### src/design/assert_macros.svh
// assertion helpers, compiled out for synthesis
`ifndef ASSERT_MACROS_SVH
`define ASSERT_MACROS_SVH
`ifndef SYNTHESIS
// cond holds at every clock edge outside reset
`define TCUR_ASSERT(label, clk, rst, cond, msg) \
  label: assert property (@(posedge clk) disable iff (rst) (cond)) else $error(msg);
// ante at one edge implies cons at the same edge
`define TCUR_ASSERT_IMPL(label, clk, rst, ante, cons, msg) \
  label: assert property (@(posedge clk) disable iff (rst) (ante) |-> (cons)) else $error(msg);
// ante at one edge implies cons at the next edge
`define TCUR_ASSERT_NEXT(label, clk, rst, ante, cons, msg) \
  label: assert property (@(posedge clk) disable iff (rst) (ante) |=> (cons)) else $error(msg);
`else
`define TCUR_ASSERT(label, clk, rst, cond, msg)
`define TCUR_ASSERT_IMPL(label, clk, rst, ante, cons, msg)
`define TCUR_ASSERT_NEXT(label, clk, rst, ante, cons, msg)
`endif
`endif

### src/design/tcur_pkg.sv
`timescale 1ns / 1ps
package tcur_pkg;

  localparam int ROW_BITS       = 20;
  localparam int COLUMN_BITS    = 16;
  localparam int START_ROW_BITS = 20;
  localparam int START_COL_BITS = 16;
  localparam int TAB_BITS       = 8;
  localparam int DIV_CNT_BITS   = $clog2(COLUMN_BITS);

  localparam int FIFO_DEPTH     = 2;
  localparam int FIFO_PTR_BITS  = $clog2(FIFO_DEPTH);
  localparam int FIFO_CNT_BITS  = $clog2(FIFO_DEPTH + 1);

  localparam int APB_ADDR_BITS  = 4;
  localparam int APB_DATA_BITS  = 32;

  localparam logic [32:0] ROW_MAX_W = (33'd1 << ROW_BITS) - 33'd1;
  localparam logic [32:0] COL_MAX_W = (33'd1 << COLUMN_BITS) - 33'd1;

  localparam logic [7:0] CHAR_TAB = 8'h09;
  localparam logic [7:0] CHAR_LF  = 8'h0a;
  localparam logic [7:0] CHAR_CR  = 8'h0d;
  localparam logic [7:0] CHAR_EF  = 8'hef;
  localparam logic [7:0] CHAR_BB  = 8'hbb;
  localparam logic [7:0] CHAR_BE  = 8'hbe;
  localparam logic [7:0] CHAR_BF  = 8'hbf;

  localparam logic [TAB_BITS-1:0]       TAB_SIZE_RST     = 8'd4;
  localparam logic                      ENCODING_RST     = 1'b1;
  localparam logic [START_ROW_BITS-1:0] START_ROW_RST    = '0;
  localparam logic [START_COL_BITS-1:0] START_COLUMN_RST = '0;

  // pending line-break pair codes
  localparam logic [1:0] PAIR_NONE    = 2'd0;
  localparam logic [1:0] PAIR_WANT_LF = 2'd1;
  localparam logic [1:0] PAIR_WANT_CR = 2'd2;

  typedef enum logic [1:0] {
    REG_TAB_SIZE     = 2'd0,
    REG_ENCODING     = 2'd1,
    REG_START_ROW    = 2'd2,
    REG_START_COLUMN = 2'd3
  } reg_index_t;

  typedef enum logic [2:0] {
    BC_ZERO  = 3'd0,
    BC_CR    = 3'd1,
    BC_LF    = 3'd2,
    BC_TAB   = 3'd3,
    BC_EF    = 3'd4,
    BC_PLAIN = 3'd5
  } byte_class_t;

  typedef struct packed {
    logic        restart;
    byte_class_t cls;
    logic [1:0]  skip_len;
    logic [7:0]  data;
  } cmd_t;

  typedef struct packed {
    logic [TAB_BITS-1:0]       tab_size;
    logic [START_ROW_BITS-1:0] start_row;
    logic [START_COL_BITS-1:0] start_column;
  } cfg_t;

  function automatic logic [ROW_BITS-1:0] row_load(input logic [START_ROW_BITS-1:0] v);
    logic [32:0] w;
    w = 33'(v);
    if (w > ROW_MAX_W) begin
      w = ROW_MAX_W;
    end
    return ROW_BITS'(w);
  endfunction

  function automatic logic [COLUMN_BITS-1:0] col_load(input logic [START_COL_BITS-1:0] v);
    logic [32:0] w;
    w = 33'(v);
    if (w > COL_MAX_W) begin
      w = COL_MAX_W;
    end
    return COLUMN_BITS'(w);
  endfunction

endpackage

### src/design/text_cursor_row_column_tracker_unit.sv
`timescale 1ns / 1ps
// text cursor tracker: each accepted input word (a text byte or a restart) yields one
// result word with the row, column and halt flag after that word. CR or LF opens a new
// row (CR-LF and LF-CR count once), tab moves to the next multiple of tab_size, UTF-8
// multibyte characters count one column and EF BB BF / EF BF BE / EF BF BF count none,
// a zero byte halts until restart, tab_size 0 freezes the cursor. row and column
// saturate. a front stage classifies bytes into a 2-word queue; the back stage applies
// them. a restart or non-tab byte is applied in the run state; a tab also passes through
// the divide and finish states, because the remainder column mod tab_size comes from a
// bit-serial divider, one bit per cycle. with the result register free, the front takes
// one word per cycle until the queue fills. config registers over APB at 0x0 tab_size,
// 0x4 encoding_utf8, 0x8 start_row, 0xc start_column; write only while idle
module text_cursor_row_column_tracker_unit (
  input  logic                                  clk,
  input  logic                                  rst,
  // apb config port
  input  logic                                  psel,
  input  logic                                  penable,
  input  logic                                  pwrite,
  input  logic [tcur_pkg::APB_ADDR_BITS-1:0]    paddr,
  input  logic [tcur_pkg::APB_DATA_BITS-1:0]    pwdata,
  output logic [tcur_pkg::APB_DATA_BITS-1:0]    prdata,
  output logic                                  pready,
  // input word channel
  input  logic                                  item_valid,
  output logic                                  item_ready,
  input  logic                                  action,
  input  logic [7:0]                            data_byte,
  // result word channel
  output logic                                  result_valid,
  input  logic                                  result_ready,
  output logic [tcur_pkg::ROW_BITS-1:0]         cursor_row,
  output logic [tcur_pkg::COLUMN_BITS-1:0]      cursor_column,
  output logic                                  halted
);

  // config registers
  logic [tcur_pkg::TAB_BITS-1:0]       tab_size;
  logic                                encoding_utf8;
  logic [tcur_pkg::START_ROW_BITS-1:0] start_row;
  logic [tcur_pkg::START_COL_BITS-1:0] start_column;

  tcur_pkg::reg_index_t reg_sel;
  logic                 cfg_write;
  tcur_pkg::cfg_t       cfg;

  // queue between front and back
  logic           q_push;
  logic           q_full;
  tcur_pkg::cmd_t q_push_cmd;
  logic           q_pop;
  logic           q_valid;
  tcur_pkg::cmd_t q_cmd;

  assign pready    = 1'b1;
  assign reg_sel   = tcur_pkg::reg_index_t'(paddr[3:2]);
  assign cfg_write = psel && penable && pwrite && pready;

  always_ff @(posedge clk) begin
    if (rst) begin
      tab_size      <= tcur_pkg::TAB_SIZE_RST;
      encoding_utf8 <= tcur_pkg::ENCODING_RST;
      start_row     <= tcur_pkg::START_ROW_RST;
      start_column  <= tcur_pkg::START_COLUMN_RST;
    end else if (cfg_write) begin
      case (reg_sel)
        tcur_pkg::REG_TAB_SIZE:     tab_size      <= pwdata[tcur_pkg::TAB_BITS-1:0];
        tcur_pkg::REG_ENCODING:     encoding_utf8 <= pwdata[0];
        tcur_pkg::REG_START_ROW:    start_row     <= pwdata[tcur_pkg::START_ROW_BITS-1:0];
        tcur_pkg::REG_START_COLUMN: start_column  <= pwdata[tcur_pkg::START_COL_BITS-1:0];
        default: begin
        end
      endcase
    end
  end

  // register readback
  always_comb begin
    case (reg_sel)
      tcur_pkg::REG_TAB_SIZE:     prdata = tcur_pkg::APB_DATA_BITS'(tab_size);
      tcur_pkg::REG_ENCODING:     prdata = tcur_pkg::APB_DATA_BITS'(encoding_utf8);
      tcur_pkg::REG_START_ROW:    prdata = tcur_pkg::APB_DATA_BITS'(start_row);
      tcur_pkg::REG_START_COLUMN: prdata = tcur_pkg::APB_DATA_BITS'(start_column);
      default:                    prdata = '0;
    endcase
  end

  assign cfg.tab_size     = tab_size;
  assign cfg.start_row    = start_row;
  assign cfg.start_column = start_column;

  // front: accept and classify words
  tcur_front u_front (
    .item_valid    (item_valid),
    .item_ready    (item_ready),
    .action        (action),
    .data_byte     (data_byte),
    .encoding_utf8 (encoding_utf8),
    .q_full        (q_full),
    .q_push        (q_push),
    .q_cmd         (q_push_cmd)
  );

  // short decoupling queue
  tcur_fifo u_fifo (
    .clk       (clk),
    .rst       (rst),
    .push      (q_push),
    .push_cmd  (q_push_cmd),
    .full      (q_full),
    .pop       (q_pop),
    .pop_valid (q_valid),
    .pop_cmd   (q_cmd)
  );

  // back: cursor state, tab divider, result register
  tcur_back u_back (
    .clk           (clk),
    .rst           (rst),
    .cfg           (cfg),
    .q_valid       (q_valid),
    .q_cmd         (q_cmd),
    .q_pop         (q_pop),
    .result_valid  (result_valid),
    .result_ready  (result_ready),
    .cursor_row    (cursor_row),
    .cursor_column (cursor_column),
    .halted        (halted)
  );

endmodule

### src/design/tcur_fifo.sv
`timescale 1ns / 1ps
`include "assert_macros.svh"
module tcur_fifo (
  input  logic            clk,
  input  logic            rst,
  input  logic            push,
  input  tcur_pkg::cmd_t  push_cmd,
  output logic            full,
  input  logic            pop,
  output logic            pop_valid,
  output tcur_pkg::cmd_t  pop_cmd
);

  tcur_pkg::cmd_t                        entry [tcur_pkg::FIFO_DEPTH];
  logic [tcur_pkg::FIFO_PTR_BITS-1:0]    wr_ptr;
  logic [tcur_pkg::FIFO_PTR_BITS-1:0]    rd_ptr;
  logic [tcur_pkg::FIFO_CNT_BITS-1:0]    count;

  function automatic logic [tcur_pkg::FIFO_CNT_BITS-1:0] FIFO_CNT_ONE(input logic b);
    return tcur_pkg::FIFO_CNT_BITS'(b);
  endfunction

  assign full      = (count == tcur_pkg::FIFO_CNT_BITS'(tcur_pkg::FIFO_DEPTH));
  assign pop_valid = (count != '0);
  assign pop_cmd   = entry[rd_ptr];

  always_ff @(posedge clk) begin
    if (push) begin
      entry[wr_ptr] <= push_cmd;
    end
  end

  always_ff @(posedge clk) begin
    if (rst) begin
      wr_ptr <= '0;
      rd_ptr <= '0;
      count  <= '0;
    end else begin
      if (push) begin
        wr_ptr <= wr_ptr + 1'b1;
      end
      if (pop) begin
        rd_ptr <= rd_ptr + 1'b1;
      end
      count <= count + FIFO_CNT_ONE(push) - FIFO_CNT_ONE(pop);
    end
  end

  `TCUR_ASSERT_IMPL(a_no_overflow, clk, rst, push, !full || pop, "fifo push while full")
  `TCUR_ASSERT_IMPL(a_no_underflow, clk, rst, pop, pop_valid, "fifo pop while empty")
  `TCUR_ASSERT_NEXT(a_count_track, clk, rst, push && !pop, count == $past(count) + 1'b1,
                    "fifo count did not follow push")

endmodule

### src/design/tcur_front.sv
`timescale 1ns / 1ps
module tcur_front (
  input  logic            item_valid,
  output logic            item_ready,
  input  logic            action,
  input  logic [7:0]      data_byte,
  input  logic            encoding_utf8,
  input  logic            q_full,
  output logic            q_push,
  output tcur_pkg::cmd_t  q_cmd
);

  // continuation bytes that follow a lead byte
  function automatic logic [1:0] follow_count(input logic [7:0] b);
    if (b >= 8'hc2 && b <= 8'hdf) begin
      return 2'd1;
    end
    if (b >= 8'he0 && b <= 8'hef) begin
      return 2'd2;
    end
    if (b >= 8'hf0 && b <= 8'hf4) begin
      return 2'd3;
    end
    return 2'd0;
  endfunction

  assign item_ready = !q_full;
  assign q_push     = item_valid && !q_full;

  always_comb begin
    q_cmd          = '0;
    q_cmd.restart  = action;
    q_cmd.data     = data_byte;
    q_cmd.skip_len = 2'd0;
    if (data_byte == 8'h00) begin
      q_cmd.cls = tcur_pkg::BC_ZERO;
    end else if (data_byte == tcur_pkg::CHAR_CR) begin
      q_cmd.cls = tcur_pkg::BC_CR;
    end else if (data_byte == tcur_pkg::CHAR_LF) begin
      q_cmd.cls = tcur_pkg::BC_LF;
    end else if (data_byte == tcur_pkg::CHAR_TAB) begin
      q_cmd.cls = tcur_pkg::BC_TAB;
    end else if (encoding_utf8 && data_byte == tcur_pkg::CHAR_EF) begin
      q_cmd.cls = tcur_pkg::BC_EF;
    end else begin
      q_cmd.cls = tcur_pkg::BC_PLAIN;
      if (encoding_utf8) begin
        q_cmd.skip_len = follow_count(data_byte);
      end
    end
  end

endmodule

### src/design/tcur_back.sv
`timescale 1ns / 1ps
`include "assert_macros.svh"
module tcur_back (
  input  logic                                clk,
  input  logic                                rst,
  input  tcur_pkg::cfg_t                      cfg,
  input  logic                                q_valid,
  input  tcur_pkg::cmd_t                      q_cmd,
  output logic                                q_pop,
  output logic                                result_valid,
  input  logic                                result_ready,
  output logic [tcur_pkg::ROW_BITS-1:0]       cursor_row,
  output logic [tcur_pkg::COLUMN_BITS-1:0]    cursor_column,
  output logic                                halted
);

  localparam int CB = tcur_pkg::COLUMN_BITS;
  localparam int TB = tcur_pkg::TAB_BITS;

  typedef enum logic [2:0] {
    ST_RUN = 3'b001,
    ST_DIV = 3'b010,
    ST_FIN = 3'b100
  } state_t;

  state_t                              state, state_next;
  logic [tcur_pkg::ROW_BITS-1:0]       row_count, row_count_next;
  logic [CB-1:0]                       column_count, column_count_next;
  logic [1:0]                          skip_remaining, skip_remaining_next;
  logic [1:0]                          pair_swallow, pair_swallow_next;
  logic                                lead_was_ef, lead_was_ef_next;
  logic [7:0]                          first_follower, first_follower_next;
  logic                                stopped, stopped_next;
  logic                                result_valid_next;
  logic [TB-1:0]                       rem, rem_next;
  logic [CB-1:0]                       dividend, dividend_next;
  logic [tcur_pkg::DIV_CNT_BITS-1:0]   div_cnt, div_cnt_next;

  logic          fire;
  logic          load_result;
  logic          go_div;
  logic          swallowed;
  logic [1:0]    skip_dec;
  logic          zero_width;
  logic [TB:0]   trial;
  logic [CB:0]   tab_stop;
  logic [CB-1:0] col_inc;
  logic [tcur_pkg::ROW_BITS-1:0] row_inc;

  assign cursor_row    = row_count;
  assign cursor_column = column_count;
  assign halted        = stopped;
  assign q_pop         = fire;

  assign fire     = (state == ST_RUN) && q_valid && (!result_valid || result_ready);
  assign skip_dec = skip_remaining - 2'd1;
  assign col_inc  = (&column_count) ? column_count : column_count + 1'b1;
  assign row_inc  = (&row_count) ? row_count : row_count + 1'b1;
  assign zero_width =
      (first_follower == tcur_pkg::CHAR_BB && q_cmd.data == tcur_pkg::CHAR_BF) ||
      (first_follower == tcur_pkg::CHAR_BF &&
       (q_cmd.data == tcur_pkg::CHAR_BE || q_cmd.data == tcur_pkg::CHAR_BF));
  assign swallowed =
      (pair_swallow == tcur_pkg::PAIR_WANT_LF && q_cmd.data == tcur_pkg::CHAR_LF) ||
      (pair_swallow == tcur_pkg::PAIR_WANT_CR && q_cmd.data == tcur_pkg::CHAR_CR);
  assign trial    = {rem, dividend[CB-1]};
  assign tab_stop = {1'b0, column_count} - (CB+1)'(rem) + (CB+1)'(cfg.tab_size);

  always_comb begin
    state_next          = state;
    row_count_next      = row_count;
    column_count_next   = column_count;
    skip_remaining_next = skip_remaining;
    pair_swallow_next   = pair_swallow;
    lead_was_ef_next    = lead_was_ef;
    first_follower_next = first_follower;
    stopped_next        = stopped;
    rem_next            = rem;
    dividend_next       = dividend;
    div_cnt_next        = div_cnt;
    load_result         = 1'b0;
    go_div              = 1'b0;

    case (state)
      ST_RUN: begin
        if (fire) begin
          if (q_cmd.restart) begin
            row_count_next      = tcur_pkg::row_load(cfg.start_row);
            column_count_next   = tcur_pkg::col_load(cfg.start_column);
            skip_remaining_next = 2'd0;
            pair_swallow_next   = tcur_pkg::PAIR_NONE;
            lead_was_ef_next    = 1'b0;
            first_follower_next = 8'h00;
            stopped_next        = 1'b0;
          end else if (cfg.tab_size != '0 && !stopped) begin
            if (q_cmd.cls == tcur_pkg::BC_ZERO) begin
              stopped_next        = 1'b1;
              skip_remaining_next = 2'd0;
              pair_swallow_next   = tcur_pkg::PAIR_NONE;
              lead_was_ef_next    = 1'b0;
            end else if (skip_remaining != 2'd0) begin
              // continuation byte, content ignored except after an EF lead
              skip_remaining_next = skip_dec;
              if (lead_was_ef) begin
                if (skip_dec == 2'd1) begin
                  first_follower_next = q_cmd.data;
                end else if (skip_dec == 2'd0) begin
                  if (!zero_width) begin
                    column_count_next = col_inc;
                  end
                  lead_was_ef_next = 1'b0;
                end
              end
            end else begin
              pair_swallow_next = tcur_pkg::PAIR_NONE;
              if (!swallowed) begin
                case (q_cmd.cls)
                  tcur_pkg::BC_CR, tcur_pkg::BC_LF: begin
                    row_count_next    = row_inc;
                    column_count_next = '0;
                    pair_swallow_next = (q_cmd.cls == tcur_pkg::BC_CR) ?
                                        tcur_pkg::PAIR_WANT_LF : tcur_pkg::PAIR_WANT_CR;
                  end
                  tcur_pkg::BC_TAB: begin
                    go_div = 1'b1;
                  end
                  tcur_pkg::BC_EF: begin
                    skip_remaining_next = 2'd2;
                    lead_was_ef_next    = 1'b1;
                  end
                  default: begin
                    column_count_next   = col_inc;
                    skip_remaining_next = q_cmd.skip_len;
                    lead_was_ef_next    = 1'b0;
                  end
                endcase
              end
            end
          end
          if (go_div) begin
            state_next    = ST_DIV;
            rem_next      = '0;
            dividend_next = column_count;
            div_cnt_next  = tcur_pkg::DIV_CNT_BITS'(CB - 1);
          end else begin
            load_result = 1'b1;
          end
        end
      end
      ST_DIV: begin
        // one remainder bit per cycle, msb first
        if (trial >= {1'b0, cfg.tab_size}) begin
          rem_next = TB'(trial - {1'b0, cfg.tab_size});
        end else begin
          rem_next = trial[TB-1:0];
        end
        dividend_next = {dividend[CB-2:0], 1'b0};
        if (div_cnt == '0) begin
          state_next = ST_FIN;
        end else begin
          div_cnt_next = div_cnt - 1'b1;
        end
      end
      ST_FIN: begin
        column_count_next = tab_stop[CB] ? {CB{1'b1}} : tab_stop[CB-1:0];
        load_result       = 1'b1;
        state_next        = ST_RUN;
      end
      default: begin
        state_next = ST_RUN;
      end
    endcase

    result_valid_next = load_result || (result_valid && !result_ready);
  end

  always_ff @(posedge clk) begin
    if (rst) begin
      state          <= ST_RUN;
      row_count      <= tcur_pkg::row_load(tcur_pkg::START_ROW_RST);
      column_count   <= tcur_pkg::col_load(tcur_pkg::START_COLUMN_RST);
      skip_remaining <= 2'd0;
      pair_swallow   <= tcur_pkg::PAIR_NONE;
      lead_was_ef    <= 1'b0;
      first_follower <= 8'h00;
      stopped        <= 1'b0;
      result_valid   <= 1'b0;
    end else begin
      state          <= state_next;
      row_count      <= row_count_next;
      column_count   <= column_count_next;
      skip_remaining <= skip_remaining_next;
      pair_swallow   <= pair_swallow_next;
      lead_was_ef    <= lead_was_ef_next;
      first_follower <= first_follower_next;
      stopped        <= stopped_next;
      result_valid   <= result_valid_next;
    end
  end

  always_ff @(posedge clk) begin
    rem      <= rem_next;
    dividend <= dividend_next;
    div_cnt  <= div_cnt_next;
  end

  `TCUR_ASSERT_IMPL(a_no_result_in_div, clk, rst, state != ST_RUN, !result_valid,
                    "result shown during tab step")
  `TCUR_ASSERT_IMPL(a_halt_clears, clk, rst, stopped,
                    skip_remaining == 2'd0 && pair_swallow == tcur_pkg::PAIR_NONE && !lead_was_ef,
                    "pending state survived halt")
  `TCUR_ASSERT_IMPL(a_ef_needs_skip, clk, rst, lead_was_ef, skip_remaining != 2'd0,
                    "ef lead flag without pending skip")
  `TCUR_ASSERT_NEXT(a_fin_delivers, clk, rst, state == ST_FIN, result_valid && state == ST_RUN,
                    "tab step did not deliver result")

endmodule

### config.mk
export PLATFORM = sky130hd
export DESIGN_NAME = text_cursor_row_column_tracker_unit
export DESIGN_NICKNAME = d
export VERILOG_FILES = /design/src/design/tcur_pkg.sv /design/src/design/text_cursor_row_column_tracker_unit.sv /design/src/design/tcur_fifo.sv /design/src/design/tcur_front.sv /design/src/design/tcur_back.sv
export VERILOG_INCLUDE_DIRS = /design/src /design/src/design
export SDC_FILE = /design/constraint.sdc
export NUM_CORES = 1
export LEC_CHECK = 0
export BUFFER_PORTS_ARGS = -buffer_cell sky130_fd_sc_hd__buf_2
export CELL_PAD_IN_SITES_DETAIL_PLACEMENT = 0
export CELL_PAD_IN_SITES_GLOBAL_PLACEMENT = 1
export CORE_ASPECT_RATIO = 1.25
export CORE_MARGIN = 4
export CORE_UTILIZATION = 44
export DETAILED_ROUTE_END_ITERATION = 6
export PLACE_DENSITY_LB_ADDON = 0.1
export SYNTH_ARGS = -nofsm -noshare
export SYNTH_HDL_FRONTEND = slang
export SYNTH_SLANG_ARGS = --single-unit
### constraint.sdc
create_clock -name clk -period 4.2 [get_ports clk]
set_input_delay 0.42 -clock clk [delete_from_list [all_inputs] [get_ports clk]]
set_output_delay 0.42 -clock clk [all_outputs]
set_load 0.02 [all_outputs]
==> flow_metrics.tcl, run 1 <==
set metrics [dict create \
    slew_headroom 0.232 \
    crit_required_ns 4.52 \
    power_density_mw_per_mm2 435 \
    grt.overflow.total 0 \
    cts_resized 0 \
    hold_end "u_fifo.entry[0][13]" \
    wl_per_cell_um 17.9 \
    worstHoldPathType "in2reg" \
    clk_pin_slew_ns 0.07 \
    grt_pass1_vias 7591 \
    setup_viol 0 \
    cts_tree "yes" \
    p_leak_nw 4.12 \
    die-height_um 172 \
    r2r_slack_ns 0.62 \
    r2r-end "u_back.cursor_column[0]" \
    avgSynthCellArea_sq_um 8.71 \
    drt-pass1-iter-count 5 \
    ant_nets 0 \
    viasPerCell 5.52 \
    place.gp.congestion 0.845 \
    cts_made_buffers 17 \
    grt_setup_unrepaired "false" \
    start_util 0.451 \
    synth_top_cell_area_share 0.219 \
    htreeDepth 4 \
    power_mw 4.68 \
    drv_slew 0 \
    multiInputGateArea_sq_mm 0.00523 \
    rr_worst_depth 12 \
    path_max_fanout 16 \
    synthCells 1091 \
    met1_usage 0.286 \
    whs_path_depth 1 \
    drt_wl_total_um 26000 \
    syn_to_final_growth_pct 13.1 \
    rows 59 \
    hold_violations 0 \
    num_io_pins 124 \
    io_buffers 96 \
    setup_tns_ns 0 \
    grt_pass1_wl_um 40900 \
    die_w_um 139 \
    final_nets 1259 \
    layout_worst_path_cycle_share 0.852 \
    hpwl_um 19300 \
    ys_warn_count 0 \
    r2r-start "u_back.cursor_column[1]" \
    synth-seq-cells 160 \
    grt.met2_usage 0.362 \
    grt_usage 0.213 \
    fin_skew_ns 0.0123 \
    clk_path_buf_depth 2 \
    synth_top_area_cell "dfxtp_1" \
    diodes 0 \
    grt_max_degree 93 \
    vdd_drop_max_uv 299 \
    instances_no_fill 1448 \
    synth_area_leaders "dfxtp_1 (22%), edfxtp_1 (18%), nand2_1 (6.3%), a21oi_1 (5.2%), ha_1 (4.9%)" \
    worstMarginPinSlew_ns 1.15 \
    insertion_delay_ns 0.43 \
    seq_area_sq_mm 0.00376 \
    endpoint_kind "flip-flop" \
    cap_violations 0 \
    clockRootBuffer "clkbuf_16" \
    fmax_ghz 0.279 \
    antenna_found_initial 0 \
    hp-start "action" \
    drt_iter0_markers 457 \
    ys.flop_type "dfxtp_1" \
    clock_sinks 160 \
    outcome "finished clean" \
    routed-via-count 7996 \
    start_kind "flip-flop" \
    ctsHoldBuffers 0 \
    grt_use_met3 0.0329 \
    drive_gt1_frac 0.154 \
    drc 0 \
    critPathArrivalTime_ns 3.90 \
    num-fill-cells 2062 \
    ys_types 86 \
    dieArea_sq_mm 0.0240 \
    async_reset_ff_frac 0 \
    period_needed_ns 3.58 \
    syn_area_sq_mm 0.00950 \
    gr-max-usage-layer "met2" \
    cts_setup_buffers 0 \
    core_area_sq_mm 0.0210 \
    synth_edf_count 56 \
    ys_seq_area_frac 0.396 \
    dp.cells 1416 \
    crit_type "reg2reg" \
]
==> worst max-delay path, cell delays in order (launching register included) <==
cell and delay [ns]:
dfxtp_1 0.41, inv_1 0.13, fa_1 0.54, fa_1 0.46, nor2b_1 0.20, o2111ai_1 0.21, and4_1 0.27, o31ai_1 0.31
a21oi_1 0.13, mux2i_1 0.13, buf_4 0.20, a22o_1 0.24, a221oi_1 0.25
==> logic make-up (layout without fill, tap and decap cells) <==
logic type / Yosys count / in the layout / synth area share
DFF: 160 / 160 / 0.396
AOI/OAI and AO/OA: 283 / 283 / 0.190
and+or+nand+nor: 404 / 404 / 0.205
muxes: 41 / 41 / 0.0511
other: 2 / 13 / 0.000791
adders and majority gates: 46 / 46 / 0.0677
buffers and inverters: 122 / 194 / 0.0584
xor gates and xnor gates: 33 / 33 / 0.0304
==> state kept, by name, summed over array words and instances (netlist names), 2 cells and up, named ones only <==
name / cells
start_column: 16
start_row: 20
tab_size: 8
u_back.cursor_column: 16
u_back.cursor_row: 20
u_back.div_cnt: 4
u_back.dividend: 16
u_back.first_follower: 8
u_back.pair_swallow: 2
u_back.rem: 8
u_back.skip_remaining: 2
u_back.state: 3
u_fifo.count: 2
u_fifo.entry: 28
==> per-stage QoR <==
stage,hold WS [ns],utilization,worst slack (ns),cell area (sq um)
CTS,0.170,0.511,0.634,10700
floorplan,0.435,-,0.826,9540
global placement,0.450,0.481,0.686,10100
finish,0.186,0.511,0.620,10700
global route,0.174,0.511,0.375,10700
detailed placement,0.456,0.481,0.669,10100
==> worst max path at each step <==
stage / from / endpoint / slack, ns / depth (start not counted)
6_report: u_back.cursor_column[1] / u_back.cursor_column[0] / 0.62 / 12
5_1_grt: u_back.cursor_column[1] / u_back.cursor_column[0] / 0.37 / 12
4_1_cts: u_back.cursor_column[2] / u_back.cursor_column[2] / 0.63 / 13
3_5_place_dp: u_back.cursor_column[2] / u_back.cursor_column[2] / 0.67 / 13
3_3_place_gp: u_back.cursor_column[1] / u_back.cursor_column[2] / 0.69 / 12
2_1_floorplan: u_back.cursor_column[4] / u_back.cursor_column[7] / 0.83 / 13
==> cell usage in the layout, fill, tap and decap left out, types with 11 or more instances in the layout <==
master	n
nor3_1	13
o21ai_0	63
a211oi_1	13
o31ai_1	14
buf_2	95
conb_1	13
inv_1	55
clkbuf_16	17
a21oi_1	98
ha_1	37
nand4_1	18
mux2_2	11
dfxtp_1	104
a32o_1	13
nand2_1	160
nand3_1	30
mux2i_1	23
buf_4	11
xnor2_1	23
nor2_1	86
nor2b_1	17
edfxtp_1	56
nand2b_1	13
and2_1	12
==> final cells by class <==
type                    instances  area share
well taps                     274      0.0319
multi-input cells             820       0.487
clock buffers                  17      0.0396
repair buffers                107      0.0538
inverters                      55      0.0192
clock inverters                15      0.0185
flip-flops and latches        160       0.350
==> Yosys cell counts, types with 5 or more instances <==
master and count:
a211o_1 5, a211oi_1 13, a21o_1 6, a21oi_1 99
a22o_1 10, a22oi_1 9, a31oi_1 6, a32o_1 13
and2_1 12, and3_1 9, buf_4 16, clkbuf_1 43
dfxtp_1 104, edfxtp_1 56, fa_1 9, ha_1 37
inv_1 55, mux2_2 11, mux2i_1 23, nand2_1 160
nand2b_1 13, nand3_1 30, nand4_1 18, nor2_1 86
nor2b_1 17, nor3_1 13, nor4_1 7, o211ai_1 6
o21ai_0 63, o21ai_1 6, o31ai_1 14, or2_2 5
xnor2_1 23, xor2_1 10
==> layer usage <==
metal	routed length, um	vias up
met2	12500	171
met1	12100	3804
met3	940	19
met5	0	-
li1	-	4002
met4	405	0
==> power by group <==
| group | switching [mW] | internal [mW] | leakage (nW) |
|---|---|---|---|
| Clock | 0.711 | 0.958 | 0.297 |
| Combinational | 0.734 | 0.427 | 2.51 |
| Sequential | 0.121 | 1.72 | 1.31 |
Power figures use the tool's default switching activity.
==> inputs of run 2 (changes only) <==
==> constraint.sdc (replaced) <==
create_clock -name clk -period 4.2 [get_ports clk]
set_input_delay 0.21 -clock clk [delete_from_list [all_inputs] [get_ports clk]]
set_output_delay 0.21 -clock clk [all_outputs]
set_load 0.02 [all_outputs]
==> flow_metrics.tcl, run 2 (synthesis results as in run 1) <==
set metrics [dict create \
    insertion_delay_ns 0.43 \
    fmax_ghz 0.284 \
    rows 59 \
    slowest_stage "fa_1" \
    grt_setup_unrepaired "false" \
    routed-via-count 7947 \
    path_cells "inv_1, fa_1, inv_1, ha_1, or2_2, a211oi_1, o31ai_1, a21oi_1, mux2i_1, buf_4, o21ai_0, a32o_1" \
    layout_worst_path_cycle_share 0.837 \
    drt-pass1-iter-count 5 \
    rr_worst_depth 12 \
    fin_area_sq_mm 0.0108 \
    period_needed_ns 3.52 \
    core_area_sq_mm 0.0210 \
    endpoint_kind "flip-flop" \
    io_buffers 96 \
    critPathMostFrequentCell "inv_1" \
    clk_pin_slew_ns 0.07 \
    grt.overflow.total 0 \
    crit_type "reg2reg" \
    place.gp.congestion 0.871 \
    clk_path_buf_depth 2 \
    largest_reg_flops 28 \
    setup_viol 0 \
    htreeDepth 4 \
    drive_gt1_frac 0.154 \
    drt_wl_total_um 25900 \
    worstMarginPinSlew_ns 1.12 \
    clockRootBuffer "clkbuf_16" \
    cap_violations 0 \
    vdd_drop_max_uv 278 \
    drc 0 \
    final_nets 1264 \
    start_kind "flip-flop" \
    path_max_fanout 16 \
    final_common_cell "nand2_1" \
    diodes 0 \
    start_util 0.451 \
    power_density_mw_per_mm2 432 \
    die-height_um 172 \
    seq_power_share 0.396 \
    power.net_switching_mw 1.55 \
    setup_tns_ns 0 \
    crit_required_ns 4.52 \
    outcome "finished clean" \
    hold_violations 0 \
    cts_made_buffers 17 \
    p_leak_nw 4.14 \
    slew_headroom 0.252 \
    critPathArrivalTime_ns 3.84 \
    antenna_found_initial 1 \
    grt_pass1_wl_um 41500 \
    drt_iter0_markers 632 \
    fin_skew_ns 0.0100 \
    fin_util 0.513 \
    cts_resized 0 \
    clock_sinks 160 \
    p_clk_frac 0.356 \
    grt_pass1_vias 7867 \
    hold_end "u_fifo.entry[1][5]" \
    viasPerCell 5.47 \
    die_w_um 139 \
    num-fill-cells 2076 \
    drv_slew 0 \
    whs_path_depth 1 \
    dieArea_sq_mm 0.0240 \
    hp-start "data_byte[5]" \
    cp_slowest_stage_delay_ns 0.55 \
    seq_area_sq_mm 0.00376 \
    r2r-end "u_back.cursor_column[2]" \
    p_int_mw 3.11 \
    grt_usage 0.217 \
    r2r-start "u_back.cursor_column[6]" \
    final_cell_mix "nand2_1 (160), dfxtp_1 (104), a21oi_1 (98)" \
    syn_to_final_growth_pct 13.6 \
    swShare 0.333 \
    largest_register "u_fifo.entry" \
    hpwl_um 19100 \
    num_io_pins 124 \
    wl_per_cell_um 17.8 \
    multiInputGateArea_sq_mm 0.00523 \
    share_comb_of_total_power 0.248 \
    r2r_slack_ns 0.68 \
    place_area_sq_mm 0.0101 \
    cts_tree "yes" \
    grt_max_degree 93 \
    ant_nets 0 \
    worstHoldPathType "in2reg" \
]
[run 2: changes by cell type in the layout (fill, tap and decap cells not counted), sizes merged]
| cell | before | now |
|---|---|---|
| clkinv | 2 | 3 |
| clkinvlp | 3 | 2 |
| dlygate4sd3 | 0 | 5 |
[run 2: critical path, delay by kind of cell, from the launching register on]
kind,cells,cell delay [ns]
AOI/OAI and AO/OA,5,1.17
adders and majority gates,2,0.90
buffers and inverters,3,0.42
DFF,1,0.42
and+or+nand+nor,1,0.29
muxes,1,0.20
[run 2: worst max path at each step]
stage / endpoint / depth (start not counted) / start
6_report: u_back.cursor_column[2] / 12 / u_back.cursor_column[6]
5_1_grt: u_back.cursor_column[0] / 15 / u_back.cursor_column[0]
4_1_cts: u_back.cursor_column[2] / 12 / u_back.cursor_column[6]
3_5_place_dp: u_back.cursor_column[2] / 12 / u_back.cursor_column[6]
3_3_place_gp: u_back.cursor_column[2] / 12 / u_back.cursor_column[6]
2_1_floorplan: u_back.cursor_column[7] / 13 / u_back.cursor_column[4]
[run 2: power by group through the flow]
stage	sequential [mW]	combinational, mW	clock, mW
global placement	1.88	1.15	0
floorplan	1.86	0.906	0
detailed placement	1.88	1.16	0
CTS	1.85	1.17	1.69
finish	1.85	1.16	1.66
global route	1.86	1.30	1.75
[run 2: layout make-up]
class                   instances  area share
multi-input cells             820       0.485
flip-flops and latches        160       0.349
repair buffers                112      0.0582
clock buffers                  17      0.0394
well taps                     274      0.0318
inverters                      55      0.0191
clock inverters                15      0.0183
[run 2: stage by stage]
step / power (mW) / std cells / setup WS, ns / hold WS, ns
floorplan: 2.77 / 1102 / 0.826 / 0.309
global placement: 3.03 / 1416 / 0.694 / 0.398
detailed placement: 3.04 / 1416 / 0.694 / 0.401
CTS: 4.70 / 1453 / 0.667 / 0.00267
global route: 4.91 / 1453 / 0.368 / 0.0166
finish: 4.66 / 1453 / 0.685 / 0.0230
[run 2: routing by layer]
metal | up-vias | wire (um) | global-route usage
met5 | - | 13 | 0
li1 | 4017 | - | -
met1 | 3727 | 11900 | 0.282
met4 | 2 | 367 | 0.0553
met2 | 175 | 12600 | 0.374
met3 | 26 | 1050 | 0.0401
[run 2: repair_timing]
item / CTS / global route
hold buffers: 5 / 0
endpoints found under the hold margin: 7 / 0
buffers inserted: 0 / 0
==> inputs of run 3 (changes only) <==
--- a/config.mk
+++ b/config.mk
@@ -6,12 +6,13 @@
 export SDC_FILE = /design/constraint.sdc
 export NUM_CORES = 1
 export LEC_CHECK = 0
+export ABC_AREA = 1
 export BUFFER_PORTS_ARGS = -buffer_cell sky130_fd_sc_hd__buf_2
 export CELL_PAD_IN_SITES_DETAIL_PLACEMENT = 0
 export CELL_PAD_IN_SITES_GLOBAL_PLACEMENT = 1
 export CORE_ASPECT_RATIO = 1.25
 export CORE_MARGIN = 4
-export CORE_UTILIZATION = 44
+export CORE_UTILIZATION = 43
 export DETAILED_ROUTE_END_ITERATION = 6
 export PLACE_DENSITY_LB_ADDON = 0.1
 export SYNTH_ARGS = -nofsm -noshare
==> constraint.sdc (replaced) <==
create_clock -name clk -period 3.6 [get_ports clk]
set_input_delay 0.18 -clock clk [delete_from_list [all_inputs] [get_ports clk]]
set_output_delay 0.18 -clock clk [all_outputs]
set_load 0.02 [all_outputs]
==> flow_metrics.tcl, run 3 <==
set metrics [dict create \
    grt_usage 0.239 \
    drc 0 \
    num_io_pins 124 \
    syn_area_sq_mm 0.00999 \
    setup_tns_ns 0 \
    outcome "finished clean" \
    avgSynthCellArea_sq_um 7.04 \
    clk_path_buf_depth 2 \
    start_kind "flip-flop" \
    hpwl_um 22700 \
    hold_violations 0 \
    crit_type "reg2reg" \
    slowest_stage "fa_1" \
    synthCells 1418 \
    worstMarginPinSlew_ns 0.935 \
    core_area_sq_mm 0.0230 \
    p_leak_nw 5.22 \
    ys.flop_type "dfxtp_1" \
    vdd_drop_max_uv 336 \
    grt_setup_unrepaired "false" \
    ys_types 54 \
    grt.overflow.total 0 \
    ctsHoldBuffers 16 \
    cts_resized 0 \
    synth.most_common_cell "nand2_1" \
    routed-via-count 9452 \
    layout_worst_path_cycle_share 0.847 \
    critPathMostFrequentCell "nand2_1" \
    htreeDepth 4 \
    die_w_um 144 \
    place.gp.congestion 0.897 \
    viasPerCell 5.19 \
    num-fill-cells 2418 \
    multiInputGateArea_sq_mm 0.00526 \
    endpoint_kind "flip-flop" \
    cp_slowest_stage_delay_ns 0.55 \
    fin_util 0.498 \
    drt_wl_total_um 30400 \
    drv_slew 0 \
    cts_tree "yes" \
    synth_edf_count 56 \
    instances_no_fill 1820 \
    start_util 0.435 \
    period_needed_ns 3.05 \
    drt-pass1-iter-count 6 \
    fmax_ghz 0.328 \
    io_buffers 96 \
    fin_area_sq_mm 0.0114 \
    crit_required_ns 3.90 \
    fin_skew_ns 0.00964 \
    place_ws_ns 0.553 \
    slew_headroom 0.376 \
    die-height_um 178 \
    synth_top_cell_area_share 0.208 \
    clock_sinks 160 \
    cap_violations 0 \
    grt_use_met3 0.0544 \
    cts_setup_buffers 0 \
    final_common_cell "nand2_1" \
    largest_register "u_fifo.entry" \
    syn_to_final_growth_pct 14.4 \
    rows 62 \
    place_area_sq_mm 0.0107 \
    ant_nets 0 \
    synth_commonest_cells "nand2_1 (346), inv_1 (172), nor2_1 (169), o21ai_0 (123), a21oi_1 (114)" \
    grt_pass1_wl_um 47800 \
    seq_area_sq_mm 0.00376 \
    synth_top_area_cell "dfxtp_1" \
    cp_top_family "adder cells" \
    grt.met2_usage 0.403 \
    dp.cells 1772 \
    path_max_fanout 8 \
    grt_pass1_vias 9120 \
    drive_gt1_frac 0.116 \
    insertion_delay_ns 0.44 \
    clockRootBuffer "clkbuf_16" \
    setup_viol 0 \
    worstHoldPathType "in2reg" \
    drt_iter0_markers 529 \
    ys_seq_area_frac 0.377 \
    gr-max-usage-layer "met2" \
    final_nets 1617 \
    ys_warn_count 0 \
    clk_pin_slew_ns 0.06 \
    power_density_mw_per_mm2 593 \
    cts_made_buffers 17 \
    antenna_found_initial 0 \
    dieArea_sq_mm 0.0257 \
    diodes 0 \
    crit_buf_inv 3 \
    synth-seq-cells 160 \
    critPathArrivalTime_ns 3.35 \
    met1_usage 0.294 \
    synth_area_leaders "dfxtp_1 (21%), edfxtp_1 (17%), nand2_1 (13%), inv_1 (6.5%), nor2_1 (6.4%)" \
    largest_reg_flops 28 \
    wl_per_cell_um 16.7 \
    async_reset_ff_frac 0 \
    final_cell_mix "nand2_1 (346), inv_1 (172), nor2_1 (169)" \
    final.setup.worst_slack_ns 0.550 \
    grt_max_degree 59 \
    path_cells "inv_1, fa_1, fa_1, inv_1, nand3_1, nand2_1, nand2_1, nand2_1, nand2_1, nand3_1, nand2_1, nor2_1, buf_4, nand2_1, nand3_1, a21oi_1" \
]
==> run 3: changes by cell type in the layout (fill, tap and decap cells not counted), sizes merged, moves of 13 or more <==
cell    change
xnor2      -17
mux2       -14
nor2       +87
o31ai      -13
nand2b     -13
a32o       -13
a21oi      +17
mux2i      -25
o21ai      +64
inv       +121
nor2b      -18
nand3      +50
nand2     +196
==> run 3: final cells by class <==
cell class / count / area share
flip-flops and latches: 160 / 0.329
well taps: 288 / 0.0315
multi-input cells: 1031 / 0.461
clock inverters: 11 / 0.00854
inverters: 180 / 0.0594
clock buffers: 21 / 0.0431
repair buffers: 129 / 0.0672
==> run 3: kinds of logic after synthesis <==
family / count (synthesis) / synth area share
fa+ha+maj: 46 / 0.0644
compound gates: 279 / 0.150
xor+xnor: 24 / 0.0210
buf+inv: 238 / 0.101
simple gates: 668 / 0.285
flops: 160 / 0.377
other cells: 2 / 0.000752
mux: 1 / 0.00100
==> run 3: path summary, 6_finish.rpt <==
path	from	endpoint	slack, ns	depth (start not counted)
setup / recovery	tab_size[1]	u_back.cursor_column[1]	0.55	16
hold / removal	pwdata[4]	start_column[4]	0.02	3
setup reg to reg	tab_size[1]	u_back.cursor_column[1]	0.55	16
hold reg to reg	u_back.first_follower[5]	u_back.first_follower[5]	0.45	2
==> run 3: worst register-to-register path, stage by stage (launching register included) <==
cell     delay, ns
dfxtp_1       0.41
inv_1         0.19
fa_1          0.55
fa_1          0.47
inv_1         0.07
nand3_1       0.06
nand2_1       0.16
nand2_1       0.09
nand2_1       0.08
nand2_1       0.06
nand3_1       0.22
nand2_1       0.11
nor2_1        0.10
buf_4         0.16
nand2_1       0.06
nand3_1       0.06
a21oi_1       0.06
==> run 3: per-layer routing <==
layer,vias up,part of all wire
met5,-,0
met4,0,0.034
met3,59,0.049
met2,212,0.48
met1,4362,0.44
li1,4819,-
==> run 3: where the power goes <==
part	switching [mW]	internal (mW)	total [mW]
logic	1.79	0.756	2.55
clock network	0.782	1.05	1.84
registers	0.202	2.19	2.39
total	2.77	4.00	6.78
==> run 3: metrics by stage <==
| stage | hold slack (ns) | power, mW |
|---|---|---|
| finish | 0.0225 | 6.78 |
| global route | 0.0136 | 7.27 |
| CTS | 0.00678 | 6.83 |
| detailed placement | 0.381 | 4.97 |
| global placement | 0.370 | 4.97 |
| floorplan | 0.279 | 4.34 |
